File: config.mk
export PLATFORM = sky130hd
export DESIGN_NAME = hann_window_lowpass_top
export DESIGN_NICKNAME = d
export VERILOG_FILES = /design/src/rtl/core/hwl_pkg.sv /design/src/rtl/core/hwl_ctl.sv /design/src/rtl/core/hwl_dp.sv /design/src/rtl/core/hann_window_lowpass_top.sv
export SDC_FILE = /design/constraint.sdc
export NUM_CORES = 2
export LEC_CHECK = 0
export BUFFER_PORTS_ARGS = -buffer_cell sky130_fd_sc_hd__clkbuf_2
export CORE_ASPECT_RATIO = 0.6
export CORE_MARGIN = 2
export CORE_UTILIZATION = 59
export DETAILED_ROUTE_END_ITERATION = 7
export PLACE_DENSITY = 0.9
export SKIP_CTS_REPAIR_TIMING = 1
export SYNTH_ARGS = -nofsm -noshare
export SYNTH_HDL_FRONTEND = slang
export SYNTH_SLANG_ARGS = --single-unit
File: constraint.sdc
create_clock -name i_clk -period 11.25 [get_ports i_clk]
set_input_delay 2.25 -clock i_clk [delete_from_list [all_inputs] [get_ports i_clk]]
set_output_delay 2.25 -clock i_clk [all_outputs]
set_load 0.03 [all_outputs]
File: src/rtl/core/hwl_pkg.sv
// Shared constants, coefficient tables and control types for the Hann-window lowpass.
package hwl_pkg;

    localparam int WINDOW_LEN  = 31;
    localparam int SAMPLE_BITS = 16;

    localparam int HALF_LEN  = WINDOW_LEN / 2;
    localparam int PHASE_W   = (WINDOW_LEN > 1) ? $clog2(WINDOW_LEN) : 1;
    localparam int FILL_W    = $clog2(WINDOW_LEN + 1);
    localparam int Q_FRAC    = 14;
    localparam int TAB_W     = Q_FRAC + 2;
    localparam int DX_W      = SAMPLE_BITS + 1;
    localparam int R_W       = SAMPLE_BITS + FILL_W;
    localparam int C_W       = R_W + TAB_W - 1;
    localparam int ACC_W     = C_W + TAB_W;
    localparam int V_W       = C_W + 1;

    localparam int NORM_SHIFT = 24;
    localparam int NORM_DIV   = WINDOW_LEN + ((WINDOW_LEN == 1) ? 1 : 0);
    localparam int NORM       = ((1 << NORM_SHIFT) + NORM_DIV / 2) / NORM_DIV;
    localparam int NORM_W     = $clog2(NORM + 1);

    localparam int MA_W      = V_W;
    localparam int MB_W      = NORM_W + 1;
    localparam int P_W       = MA_W + MB_W;
    localparam int OUT_SHIFT = NORM_SHIFT + Q_FRAC;

    localparam int SMP_MAX = (1 << (SAMPLE_BITS - 1)) - 1;
    localparam int SMP_MIN = -(1 << (SAMPLE_BITS - 1));

    localparam longint Q30_ONE = 64'sd1073741824;
    localparam longint PI_Q30  = 64'sd3373259426;

    typedef logic [WINDOW_LEN-1:0][TAB_W-1:0] t_tab;

    typedef enum logic [2:0] {
        MS_DX_COS = 3'd0,
        MS_DX_SIN = 3'd1,
        MS_C_CK   = 3'd2,
        MS_S_SK   = 3'd3,
        MS_V_NRM  = 3'd4
    } t_mul_sel;

    typedef struct packed {
        logic     load;
        logic     upd_c;
        logic     upd_s;
        logic     acc_init;
        logic     acc_add;
        logic     load_out;
        t_mul_sel mul_sel;
    } t_dp_cmd;

    typedef struct packed {
        logic full;
    } t_dp_sts;

    function automatic longint div_trunc(longint num, longint den);
        longint un;
        longint ud;
        longint quo;
        longint rem;
        bit     neg;
        neg = (num < 0) ^ (den < 0);
        un  = (num < 0) ? -num : num;
        ud  = (den < 0) ? -den : den;
        quo = 0;
        rem = 0;
        for (int b = 62; b >= 0; b--) begin
            rem = (rem <<< 1) | ((un >>> b) & 64'sd1);
            quo = quo <<< 1;
            if (rem >= ud) begin
                rem = rem - ud;
                quo = quo | 64'sd1;
            end
        end
        return neg ? -quo : quo;
    endfunction

    function automatic longint mul_q30(longint a, longint b);
        return div_trunc(a * b, Q30_ONE);
    endfunction

    function automatic longint round_q14(longint v);
        if (v >= 0) begin
            return div_trunc(v + 64'sd32768, 64'sd65536);
        end
        return -div_trunc(-v + 64'sd32768, 64'sd65536);
    endfunction

    function automatic t_tab build_tab(bit want_sin);
        t_tab   tab;
        longint m;
        longint x;
        longint x2;
        longint ct;
        longint cs;
        longint st;
        longint ss;
        longint nc;
        longint ns;
        tab = '0;
        for (int i = 0; i < WINDOW_LEN; i++) begin
            m  = longint'(i - HALF_LEN);
            x  = div_trunc(PI_Q30 * m, 4 * longint'(WINDOW_LEN));
            x2 = mul_q30(x, x);
            ct = Q30_ONE;
            cs = Q30_ONE;
            st = x;
            ss = x;
            for (int k = 1; k <= 5; k++) begin
                ct = div_trunc(-mul_q30(ct, x2), longint'((2 * k - 1) * (2 * k)));
                cs = cs + ct;
                st = div_trunc(-mul_q30(st, x2), longint'((2 * k) * (2 * k + 1)));
                ss = ss + st;
            end
            for (int d = 0; d < 3; d++) begin
                nc = 2 * mul_q30(cs, cs) - Q30_ONE;
                ns = 2 * mul_q30(ss, cs);
                cs = nc;
                ss = ns;
            end
            tab[i] = want_sin ? TAB_W'(round_q14(ss)) : TAB_W'(round_q14(cs));
        end
        return tab;
    endfunction

    localparam t_tab COS_TAB = build_tab(1'b0);
    localparam t_tab SIN_TAB = build_tab(1'b1);

endpackage

File: src/rtl/core/hwl_ctl.sv
// Sequencing state machine for the Hann-window lowpass datapath and output beat.
module hwl_ctl (
    input  logic            i_clk,
    input  logic            i_rst_n,
    input  logic            i_in_valid,
    output logic            o_in_ready,
    output logic            o_out_valid,
    input  logic            i_out_ready,
    input  hwl_pkg::t_dp_sts i_sts,
    output hwl_pkg::t_dp_cmd o_cmd
);

    typedef enum logic [7:0] {
        ST_IDLE    = 8'b0000_0001,
        ST_MUL_COS = 8'b0000_0010,
        ST_MUL_SIN = 8'b0000_0100,
        ST_MUL_CK  = 8'b0000_1000,
        ST_MUL_SK  = 8'b0001_0000,
        ST_SUM     = 8'b0010_0000,
        ST_MUL_NRM = 8'b0100_0000,
        ST_OUT     = 8'b1000_0000
    } t_state;

    t_state r_state;
    t_state n_state;
    logic   r_out_vld;
    logic   n_out_vld;
    logic   slot_free;

    assign slot_free   = !r_out_vld || i_out_ready;
    assign o_in_ready  = (r_state == ST_IDLE);
    assign o_out_valid = r_out_vld;

    always_comb begin
        n_state       = r_state;
        o_cmd         = '0;
        o_cmd.mul_sel = hwl_pkg::MS_DX_COS;
        case (r_state)
            ST_IDLE: begin
                if (i_in_valid) begin
                    o_cmd.load = 1'b1;
                    n_state    = ST_MUL_COS;
                end
            end
            ST_MUL_COS: begin
                o_cmd.mul_sel = hwl_pkg::MS_DX_COS;
                n_state       = ST_MUL_SIN;
            end
            ST_MUL_SIN: begin
                o_cmd.upd_c   = 1'b1;
                o_cmd.mul_sel = hwl_pkg::MS_DX_SIN;
                n_state       = ST_MUL_CK;
            end
            ST_MUL_CK: begin
                o_cmd.upd_s   = 1'b1;
                o_cmd.mul_sel = hwl_pkg::MS_C_CK;
                n_state       = i_sts.full ? ST_MUL_SK : ST_IDLE;
            end
            ST_MUL_SK: begin
                o_cmd.acc_init = 1'b1;
                o_cmd.mul_sel  = hwl_pkg::MS_S_SK;
                n_state        = ST_SUM;
            end
            ST_SUM: begin
                o_cmd.acc_add = 1'b1;
                n_state       = ST_MUL_NRM;
            end
            ST_MUL_NRM: begin
                o_cmd.mul_sel = hwl_pkg::MS_V_NRM;
                n_state       = ST_OUT;
            end
            ST_OUT: begin
                o_cmd.mul_sel = hwl_pkg::MS_V_NRM;
                if (slot_free) begin
                    o_cmd.load_out = 1'b1;
                    n_state        = ST_IDLE;
                end
            end
            default: begin
                n_state = ST_IDLE;
            end
        endcase
    end

    always_comb begin
        n_out_vld = r_out_vld;
        if (o_cmd.load_out) begin
            n_out_vld = 1'b1;
        end else if (i_out_ready) begin
            n_out_vld = 1'b0;
        end
    end

    always_ff @(posedge i_clk) begin
        if (!i_rst_n) begin
            r_state   <= ST_IDLE;
            r_out_vld <= 1'b0;
        end else begin
            r_state   <= n_state;
            r_out_vld <= n_out_vld;
        end
    end

endmodule

File: src/rtl/core/hwl_dp.sv
// Datapath: delay line, running sums, shared multiplier, rounding and saturation.
module hwl_dp (
    input  logic                                    i_clk,
    input  logic                                    i_rst_n,
    input  hwl_pkg::t_dp_cmd                        i_cmd,
    output hwl_pkg::t_dp_sts                        o_sts,
    input  logic signed [hwl_pkg::SAMPLE_BITS-1:0]  i_sample,
    input  logic                                    i_restart,
    output logic signed [hwl_pkg::SAMPLE_BITS-1:0]  o_filtered
);

    localparam int SB = hwl_pkg::SAMPLE_BITS;
    localparam int PW = hwl_pkg::PHASE_W;

    localparam logic signed [hwl_pkg::ACC_W-1:0] ACC_BIAS =
        hwl_pkg::ACC_W'(1) <<< (hwl_pkg::Q_FRAC - 1);
    localparam logic signed [hwl_pkg::P_W-1:0] OUT_BIAS =
        hwl_pkg::P_W'(1) <<< (hwl_pkg::OUT_SHIFT - 1);
    localparam logic signed [hwl_pkg::P_W-1:0] Y_MAX = hwl_pkg::P_W'(hwl_pkg::SMP_MAX);
    localparam logic signed [hwl_pkg::P_W-1:0] Y_MIN = hwl_pkg::P_W'(hwl_pkg::SMP_MIN);

    logic signed [SB-1:0]                r_line [hwl_pkg::WINDOW_LEN];
    logic signed [SB-1:0]                r_old;
    logic [PW-1:0]                       r_phase;
    logic [PW-1:0]                       r_pcur;
    logic [hwl_pkg::FILL_W-1:0]          r_fill;
    logic                                r_full;
    logic signed [hwl_pkg::R_W-1:0]      r_r;
    logic signed [hwl_pkg::C_W-1:0]      r_c;
    logic signed [hwl_pkg::C_W-1:0]      r_s;
    logic signed [hwl_pkg::DX_W-1:0]     r_dx;
    logic signed [hwl_pkg::P_W-1:0]      r_prod;
    logic signed [hwl_pkg::ACC_W-1:0]    r_acc;
    logic signed [SB-1:0]                r_filtered;

    logic [PW-1:0]                       eff_p;
    logic [hwl_pkg::FILL_W-1:0]          eff_fill;
    logic                                eff_full;
    logic signed [hwl_pkg::R_W-1:0]      eff_r;
    logic signed [SB-1:0]                old_smp;
    logic signed [hwl_pkg::DX_W-1:0]     dx;
    logic [hwl_pkg::FILL_W-1:0]          fill_inc;
    logic [PW-1:0]                       p_next;
    logic [PW:0]                         j_sum;
    logic [PW-1:0]                       j_idx;
    logic signed [hwl_pkg::MA_W-1:0]     mul_a;
    logic signed [hwl_pkg::MB_W-1:0]     mul_b;
    logic signed [hwl_pkg::P_W-1:0]      y_full;
    logic signed [SB-1:0]                y_sat;

    always_comb begin
        eff_p    = i_restart ? '0 : r_phase;
        eff_fill = i_restart ? '0 : r_fill;
        eff_full = i_restart ? 1'b0 : r_full;
        eff_r    = i_restart ? '0 : r_r;
        old_smp  = eff_full ? r_old : '0;
        dx       = hwl_pkg::DX_W'(i_sample) - hwl_pkg::DX_W'(old_smp);
        fill_inc = eff_fill + 1'b1;
        p_next   = (eff_p == PW'(hwl_pkg::WINDOW_LEN - 1)) ? '0 : eff_p + 1'b1;
        j_sum    = {1'b0, r_pcur} + (PW + 1)'(hwl_pkg::HALF_LEN + 1);
        j_idx    = (j_sum >= (PW + 1)'(hwl_pkg::WINDOW_LEN))
                 ? PW'(j_sum - (PW + 1)'(hwl_pkg::WINDOW_LEN)) : PW'(j_sum);
    end

    always_comb begin
        case (i_cmd.mul_sel)
            hwl_pkg::MS_DX_COS: begin
                mul_a = hwl_pkg::MA_W'(r_dx);
                mul_b = hwl_pkg::MB_W'($signed(hwl_pkg::COS_TAB[r_pcur]));
            end
            hwl_pkg::MS_DX_SIN: begin
                mul_a = hwl_pkg::MA_W'(r_dx);
                mul_b = hwl_pkg::MB_W'($signed(hwl_pkg::SIN_TAB[r_pcur]));
            end
            hwl_pkg::MS_C_CK: begin
                mul_a = hwl_pkg::MA_W'(r_c);
                mul_b = hwl_pkg::MB_W'($signed(hwl_pkg::COS_TAB[j_idx]));
            end
            hwl_pkg::MS_S_SK: begin
                mul_a = hwl_pkg::MA_W'(r_s);
                mul_b = hwl_pkg::MB_W'($signed(hwl_pkg::SIN_TAB[j_idx]));
            end
            hwl_pkg::MS_V_NRM: begin
                mul_a = $signed(r_acc[hwl_pkg::Q_FRAC +: hwl_pkg::V_W]);
                mul_b = hwl_pkg::MB_W'(hwl_pkg::NORM);
            end
            default: begin
                mul_a = '0;
                mul_b = '0;
            end
        endcase
    end

    always_comb begin
        y_full = (r_prod + OUT_BIAS) >>> hwl_pkg::OUT_SHIFT;
        if (y_full > Y_MAX) begin
            y_sat = SB'(Y_MAX);
        end else if (y_full < Y_MIN) begin
            y_sat = SB'(Y_MIN);
        end else begin
            y_sat = SB'(y_full);
        end
    end

    always_ff @(posedge i_clk) begin
        if (!i_rst_n) begin
            r_phase <= '0;
            r_pcur  <= '0;
            r_fill  <= '0;
            r_full  <= 1'b0;
            r_r     <= '0;
            r_c     <= '0;
            r_s     <= '0;
        end else begin
            if (i_cmd.load) begin
                r_phase <= p_next;
                r_pcur  <= eff_p;
                r_r     <= eff_r + hwl_pkg::R_W'(dx);
                if (i_restart) begin
                    r_c <= '0;
                    r_s <= '0;
                end
                if (!eff_full) begin
                    r_fill <= fill_inc;
                    r_full <= (fill_inc >= hwl_pkg::FILL_W'(hwl_pkg::WINDOW_LEN));
                end else begin
                    r_fill <= eff_fill;
                    r_full <= 1'b1;
                end
            end
            if (i_cmd.upd_c) begin
                r_c <= r_c + $signed(r_prod[hwl_pkg::C_W-1:0]);
            end
            if (i_cmd.upd_s) begin
                r_s <= r_s + $signed(r_prod[hwl_pkg::C_W-1:0]);
            end
        end
    end

    always_ff @(posedge i_clk) begin
        r_prod <= mul_a * mul_b;
        r_old  <= r_line[r_phase];
        if (i_cmd.load) begin
            r_line[eff_p] <= i_sample;
            r_dx          <= dx;
        end
        if (i_cmd.acc_init) begin
            r_acc <= $signed(r_prod[hwl_pkg::ACC_W-1:0]) + ACC_BIAS
                   + (hwl_pkg::ACC_W'(r_r) <<< (2 * hwl_pkg::Q_FRAC));
        end else if (i_cmd.acc_add) begin
            r_acc <= r_acc + $signed(r_prod[hwl_pkg::ACC_W-1:0]);
        end
        if (i_cmd.load_out) begin
            r_filtered <= y_sat;
        end
    end

    assign o_sts.full = r_full;
    assign o_filtered = r_filtered;

endmodule

File: src/rtl/core/hann_window_lowpass_top.sv
// An accepted sample steps through MUL_COS, MUL_SIN and MUL_CK; once the window is full
// it goes on through MUL_SK, SUM, MUL_NRM and OUT, which registers its result beat. The
// next sample waits for idle. One registered 37x21 multiplier serves five products.
// A waiting result beat stalls the next item only when it reaches the output step.
// Reset (i_rst_n low, synchronous) empties the window and clears sums and phase; the
// delay line is not cleared, since an entry is read only after a write since restart.
module hann_window_lowpass_top (
    input  logic                                    i_clk,
    input  logic                                    i_rst_n,
    input  logic                                    i_in_valid,
    output logic                                    o_in_ready,
    input  logic signed [hwl_pkg::SAMPLE_BITS-1:0]  i_sample,
    input  logic                                    i_restart,
    output logic                                    o_out_valid,
    input  logic                                    i_out_ready,
    output logic signed [hwl_pkg::SAMPLE_BITS-1:0]  o_filtered
);

    hwl_pkg::t_dp_cmd cmd;
    hwl_pkg::t_dp_sts sts;

    hwl_ctl u_ctl (
        .i_clk       (i_clk),
        .i_rst_n     (i_rst_n),
        .i_in_valid  (i_in_valid),
        .o_in_ready  (o_in_ready),
        .o_out_valid (o_out_valid),
        .i_out_ready (i_out_ready),
        .i_sts       (sts),
        .o_cmd       (cmd)
    );

    hwl_dp u_dp (
        .i_clk      (i_clk),
        .i_rst_n    (i_rst_n),
        .i_cmd      (cmd),
        .o_sts      (sts),
        .i_sample   (i_sample),
        .i_restart  (i_restart),
        .o_filtered (o_filtered)
    );

    a_busy_after_accept: assert property (@(posedge i_clk) disable iff (!i_rst_n)
        (i_in_valid && o_in_ready) |=> !o_in_ready)
        else $error("input accepted while datapath busy");

    a_out_from_load: assert property (@(posedge i_clk) disable iff (!i_rst_n)
        $rose(o_out_valid) |-> $past(cmd.load_out))
        else $error("result beat raised without an output load");

    a_no_overwrite: assert property (@(posedge i_clk) disable iff (!i_rst_n)
        cmd.load_out |-> (!o_out_valid || i_out_ready))
        else $error("pending result beat overwritten");

    a_load_only_idle: assert property (@(posedge i_clk) disable iff (!i_rst_n)
        cmd.load |-> (o_in_ready && i_in_valid && !cmd.upd_c && !cmd.acc_add))
        else $error("sample load outside an accept");

endmodule
Yosys cells after proc, flatten, opt, wreduce, memory -nomap -nowiden

Memories as Yosys holds them, arrays and structs flattened. A register that Yosys moved wholly into a read port is not among the register bits.
Index checks and enable logic that the tools add are counted.

Magnitude comparators: 6
$add $sub $neg: 12
Mux-type cells: 43
Multipliers: 1
Equality and inequality tests: 15
Reduce and logical (&&, ||, !) cells: 14

Operator list:

| operator               | number |
|---|---|
| $pmux 37 s4            | 1 |
| $mux 36                | 4 |
| $pmux 21 s5            | 1 |
| $mux 52                | 2 |
| $mux 16                | 6 |
| $add 36x36->36         | 2 |
| $pmux 8 s8             | 1 |
| $add 58x39->58 const B | 1 |
| $mul 37x21->58         | 1 |
| $add 52x15->52 const B | 1 |
| $add 52x49->52         | 1 |
| $add 52x52->52         | 1 |
| $mux 5                 | 10 |
| $add 21x17->21         | 1 |
| $mux 21                | 1 |
| $gt 20x16->1 const B   | 1 |
| $lt 20x16->1 const B   | 1 |
| $sub 16x16->17         | 1 |
| $mux 8                 | 2 |
| $mux 1                 | 14 |
| $lt 5x6->1 const B     | 2 |
| $pmux 3 s4             | 1 |
| $reduce_bool 2->1      | 6 |
| $add 5x1->5 const B    | 2 |
| 23 further kinds       | 27 |

Memories: 5
Word-level logic and storage cells: 109
Output and inout port bits: 18
Bits in read-only memories: 2,048
RAM bits: 496
Input bits: 21
Flip-flop bits (word level): 261

Memories:

| name            | depth | width | read ports | clocked after Yosys merged registers in | wr ports | line         | text |
|---|---|---|---|---|---|---|---|
| (no name shown) | 32    | 16    | 1          | 0                                       | 0        | hwl_dp.sv:81 | `mul_b = hwl_pkg::MB_W'($signed(hwl_pkg::SIN_TAB[j_idx]));` |
| (no name shown) | 32    | 16    | 1          | 1                                       | 0        | hwl_dp.sv:69 | `mul_b = hwl_pkg::MB_W'($signed(hwl_pkg::COS_TAB[r_pcur]));` |
| (no name shown) | 32    | 16    | 1          | 1                                       | 0        | hwl_dp.sv:73 | `mul_b = hwl_pkg::MB_W'($signed(hwl_pkg::SIN_TAB[r_pcur]));` |
| (no name shown) | 32    | 16    | 1          | 0                                       | 0        | hwl_dp.sv:77 | `mul_b = hwl_pkg::MB_W'($signed(hwl_pkg::COS_TAB[j_idx]));` |
| u_dp.r_line     | 31    | 16    | 1          | 1                                       | 1        | hwl_dp.sv:22 | `logic signed [SB-1:0] r_line [hwl_pkg::WINDOW_LEN];` |

Logic depth before layout (Yosys ltp)

Depth after elaboration: 7
Gate-level depth with buffers: 45
Gate-level depth less buffers: 41

Hierarchy

A second synthesis with hierarchy kept.

Cell total of the unflattened synthesis: 6,600
Area, all modules: 67,931.4 µm²

Modules (own cells, without submodules):

| module  | cells each | times used | area an instance (µm²) | sequential area each (µm²) |
|---|---|---|---|---|
| hwl_dp  | 6,529      | 1          | 67,357.1               | 21,700.8 |
| hwl_ctl | 71         | 1          | 574.3                  | 180.2 |

Worst setup path before layout

OpenSTA, ideal clock, no wires.

Path type: register to register
Start point: register u_dp.r_pcur[0]
End point: register u_dp.r_prod[54] in the netlist's numbering
Cell stages (with the launch flop): 42
Arrival: 10.568 ns
Required time: 11.171 ns
Path slack: 0.604 ns
Setup time: 0.079 ns
Path buffers: 3
Clock period less this slack: 10.646 ns
Cells stage by stage: dfxtp_1 -> ha_1 -> and3_1 -> ha_1 -> a311oi_2 -> mux2i_1 -> clkinv_1 -> ha_1 -> nor2_1 -> nand2_1 -> o21ai_0 -> a221oi_1 -> a31oi_1 -> a211o_1 -> clkbuf_1 -> clkbuf_1 -> nand2_1 -> fa_1 -> [... 6 more ...] -> inv_1 -> fa_1 -> inv_1 -> fa_1 -> inv_1 -> fa_1 -> inv_1 -> ha_1 -> clkbuf_1 -> a21oi_1 -> o32ai_1 -> o221a_2 -> o311a_1 -> o211ai_2 -> a31oi_1 -> o41ai_2 -> or4b_1 -> o211ai_1

Longest elaborated chain between the ends: 7
Elaborated cells on any way between the ends: 10
Classes of those cells: add/sub (2); mul (1); order compare (1); mux (4); memory (2)

Ends and longest elaborated chain:

| element                                   | line                       | text |
|---|---|---|
| start: declaration                        | hwl_dp.sv:25               | `logic [PW-1:0] r_pcur;` |
| start signal: assignment                  | hwl_dp.sv:117              | `r_pcur <= eff_p;` |
| $add 5x5->6 *                             | hwl_dp.sv:60               | `j_sum = {1'b0, r_pcur} + (PW + 1)'(hwl_pkg::HALF_LEN + 1);` |
| $sub 5x5->5 or $ge 6x5->1 (tied branches) | hwl_dp.sv:62, hwl_dp.sv:61 |  |
| $mux 5 *                                  | hwl_dp.sv:62               | `? PW'(j_sum - (PW + 1)'(hwl_pkg::WINDOW_LEN)) : PW'(j_sum);` |
| $mem_v2 32x16, on equally long branches   | -                          |  |
| $mux 16, on equally long branches         | hwl_dp.sv:81, hwl_dp.sv:77 |  |
| $pmux 21 s5 *                             | hwl_dp.sv:66               | `case (i_cmd.mul_sel)` |
| $mul 37x21->58 *                          | hwl_dp.sv:141              | `r_prod <= mul_a * mul_b;` |
| end signal: assignment                    | hwl_dp.sv:141              |  |
| end: declaration                          | hwl_dp.sv:32               | `logic signed [hwl_pkg::P_W-1:0] r_prod;` |

Mark *: on every way between the ends. The rest lies on a longest branch, timed or not. The select of a mux whose other input is x is not followed.
A chain may end at the register's enable or synchronous reset.

Worst setup path after layout

Same ends and word-level chain as after synthesis.

==> results.md <==
- Non-filler instance count after layout: 8281
- Antenna violations before repair: 13
- Core region area: 114000 um^2
- Detailed router's first-iteration violation count: about 9000
- Total nets after synthesis: 7828
- Number of enable-type register cells in the synthesized netlist: 580
- Layout cell share with drive strength beyond 1: 0.0909
- Total number of yosys warnings: 0
- Cell taking the most area after synthesis: edfxtp_1
- Final period util: 0.973
- CTS max path bufs: 3
- Count of buffers inserted at the top-level ports: 38
- Max-cap violations: 1
- Area added between synthesis and finish: 7.75%
- Worst setup EP type: flip-flop
- Worst Hold Margin: 0.491 ns
- Critical path start-end classification: reg2reg
- Cells after DPL: 8146
- Detailed-route via count: 54771
- Count of buffer and inverter cells on the critical path: 8
- Vias per inst: 6.61
- Count of distinct cell types in the synthesized netlist: 96
- Slowest CP cell: fa_1
- Final Skew: 0.0855 ns
- Cells taking the most area after synthesis: edfxtp_1 26%, fa_1 22%, ha_1 6.8%
- Setup violations, final: 0
- Die area: 118000 um^2
- Count of H-tree levels built during CTS: 3
- Fin. Hold Viols: 0
- Hold path cells: 2
- Arrival time at the worst endpoint: between 10 and 15 ns
- Result of the run: complete, but fails checks
- GR Layer Usage met3: 0.165
- Starting density of the core: 0.595
- Site row count: 96
- Synthesized instance count: around 6700
- Overall track demand over capacity in global routing: 0.381
- Setup_tns: 0 ns
- Count of nets left with antenna violations after detail routing: 0
- Critical path peak fanout: 27
- Worst Tran Pin Value: 1.47 ns
- Met1 track demand over resource: 0.523
- Met2 usage in global routing: 0.528
- Violations in the final reports: DRC, capacitance limit
- Mean instance size in the synthesized netlist: 10.2 um^2
- GRT Residual Overflow: 0
- Die width: 443 um
- Number of flip-flops and latches in the synthesized netlist: 803
- Number of cells on the worst reg-to-reg path: 38
- Startpoint types: flip-flop
- Final routed wirelength across all metal layers: 221 mm
- Top-count cell post-synth: inv_1
- Global-route wire length before repair: ~340 mm
- Ranking of synthesized cells by instance count: 1036 x inv_1, 757 x fa_1, 754 x nand2_1, 589 x nor2_1, 580 x edfxtp_1
- Startpoint of the worst register-to-register path: u_dp.r_pcur[0]
- Pin count of the biggest net entering global routing: 82
- Async set-reset flop share out of synthesis: 0
- Largest incremental delay on the critical path: 0.60 ns
- Relative slew margins: 0.0138
- Shortest period the worst path allows: around 11 ns
- Reg clk slew, reported paths: 0.08 ns
- Seq/Total Area, Yosys: 0.321
- Routability cong.: about 1.0
- Area of the mapped netlist: 68100 um^2
- Number of global-route vias before repair: about 55000
- Floorplan die height: between 200 and 300 um
- Number of buffers added by the clock tree synthesis step: 68
- CTS tree: yes
- Detailed-route DRC error count: 63
- Data required time of the critical path: 11.87 ns
- Nets: 7850
- CP most frequent cell: fa_1
- Number of sinks handled by clock tree synthesis: 803
- Hold WC Path Type: reg2reg
- Category of cells accounting for the largest share of critical-path delay: adder cells
- Worst Hold End: u_dp.r_r[13]
- Capturing point of the worst reg2reg path: u_dp.r_prod[54]
- Busiest layer in global routing: met2
- Estimated wirelength of the detail-placed design: 158 mm
- Slack of the worst reg-to-reg path: 0.31 ns
- Highest clock frequency the design can meet: ~90 MHz
- Number of top-level design ports: 39
- Post-DR wirelength/cell: 26.7 um
- Clock insertion delay at the later pin of the skew report: roughly 0.74 ns
- Number of detailed-routing iterations run before antenna repair: 8
- Clk Tree Root Cell: clkbuf_16
- Fraction of synthesized cell area taken by the top area cell type: 0.256
- Most instantiated flip-flop cell in the synthesis netlist: edfxtp_1
- Final Slew Violations: 0
- Min-Delay Startpoint: u_dp.r_r[13]
-- layer usage --
layer,wire [um],share of wire
met5,322,0.0015
met2,89400,0.40
met4,11200,0.051
met1,82000,0.37
met3,38300,0.17
-- worst min-delay path: stages, from the launching register on --
cell,delay (ns)
dfxtp_1,0.33
nand2_1,0.06
a21oi_1,0.05
-- cells in the final DEF, fill, tap and decap left out, drive strengths merged, types with 11 or more instances in the layout --
cell,n
inv,1047
fa,757
nand2,755
nor2,589
edfxtp,580
ha,370
a21oi,319
o21ai,265
dfxtp,223
buf,220
xnor2,150
mux4,144
clkbuf,128
a21o,109
nand3,86
xor2,85
nor3,68
a22oi,57
and2,55
nor2b,54
nand4,47
nand2b,45
a31oi,44
a211oi,39
o21bai,35
o211ai,31
a221oi,30
o21a,29
mux2i,29
and3,27
and4,25
or3,25
a221o,21
clkinv,21
a22o,19
mux2,19
o31ai,17
a21boi,12
o22ai,12
a2111oi,11
-- registers in the layout, indices dropped and copies added, names as in the netlist, named ones only --
signal             count
u_ctl.r_state          8
u_dp.r_c              36
u_dp.r_s              36
u_dp.o_filtered       16
u_ctl.o_out_valid      1
u_dp.r_r              21
u_dp.r_old            16
u_dp.r_acc            51
u_dp.r_line          496
u_dp.o_sts             1
u_dp.r_prod           58
u_dp.r_dx             17
u_dp.r_pcur            5
u_dp.r_fill            5
u_dp.r_phase           5
-- per-stage QoR --
stage | worst slack, ns | util | instance area [um^2]
floorplan | 0.604 | - | 68100
global placement | 0.167 | 0.619 | 70800
detailed placement | -0.0717 | 0.619 | 70800
CTS | -0.126 | 0.640 | 73200
global route | -0.0190 | 0.641 | 73400
finish | 0.309 | 0.642 | 73400
-- kinds of logic (layout without fill, tap and decap cells) --
logic type / Yosys count / count (layout) / share of synthesized area
AOI/OAI and AO/OA: 1146 / 1146 / 0.109
xor gates and xnor gates: 235 / 235 / 0.0302
adders and majority gates: 1127 / 1127 / 0.291
buffers and inverters: 1349 / 1424 / 0.0752
DFF: 803 / 803 / 0.321
muxes: 192 / 192 / 0.0550
other: 0 / 7 / 0
and+or+nand+nor: 1828 / 1828 / 0.118
-- worst max-delay path by stage --
stage | start | end | slack [ns] | cells after the start
finish | u_dp.r_pcur[0] | u_dp.r_prod[54] | 0.31 | 38
CTS | u_dp.r_pcur[0] | u_dp.r_prod[33] | -0.13 | 37
floorplan | u_dp.r_pcur[0] | u_dp.r_prod[54] | 0.60 | 41
global route | u_dp.r_pcur[0] | u_dp.r_prod[54] | -0.02 | 39
detailed placement | u_dp.r_pcur[0] | u_dp.r_prod[55] | -0.07 | 38
global placement | u_dp.r_pcur[0] | u_dp.r_prod[55] | 0.17 | 38
-- final cells by class --
cell class | count | area [um^2]
inverter | 1043 | 3920
clock buffer | 90 | 1890
sequential | 803 | 21900
timing repair buffer | 258 | 2010
tap | 1519 | 1900
antenna | 7 | 17.5
clock inverter | 33 | 447
multi-input combinational | 4528 | 41300
fill | 8288 | 41000
Power is not shown: default switching activity piles up to over one toggle a cycle in this logic, so the estimate is an artifact.
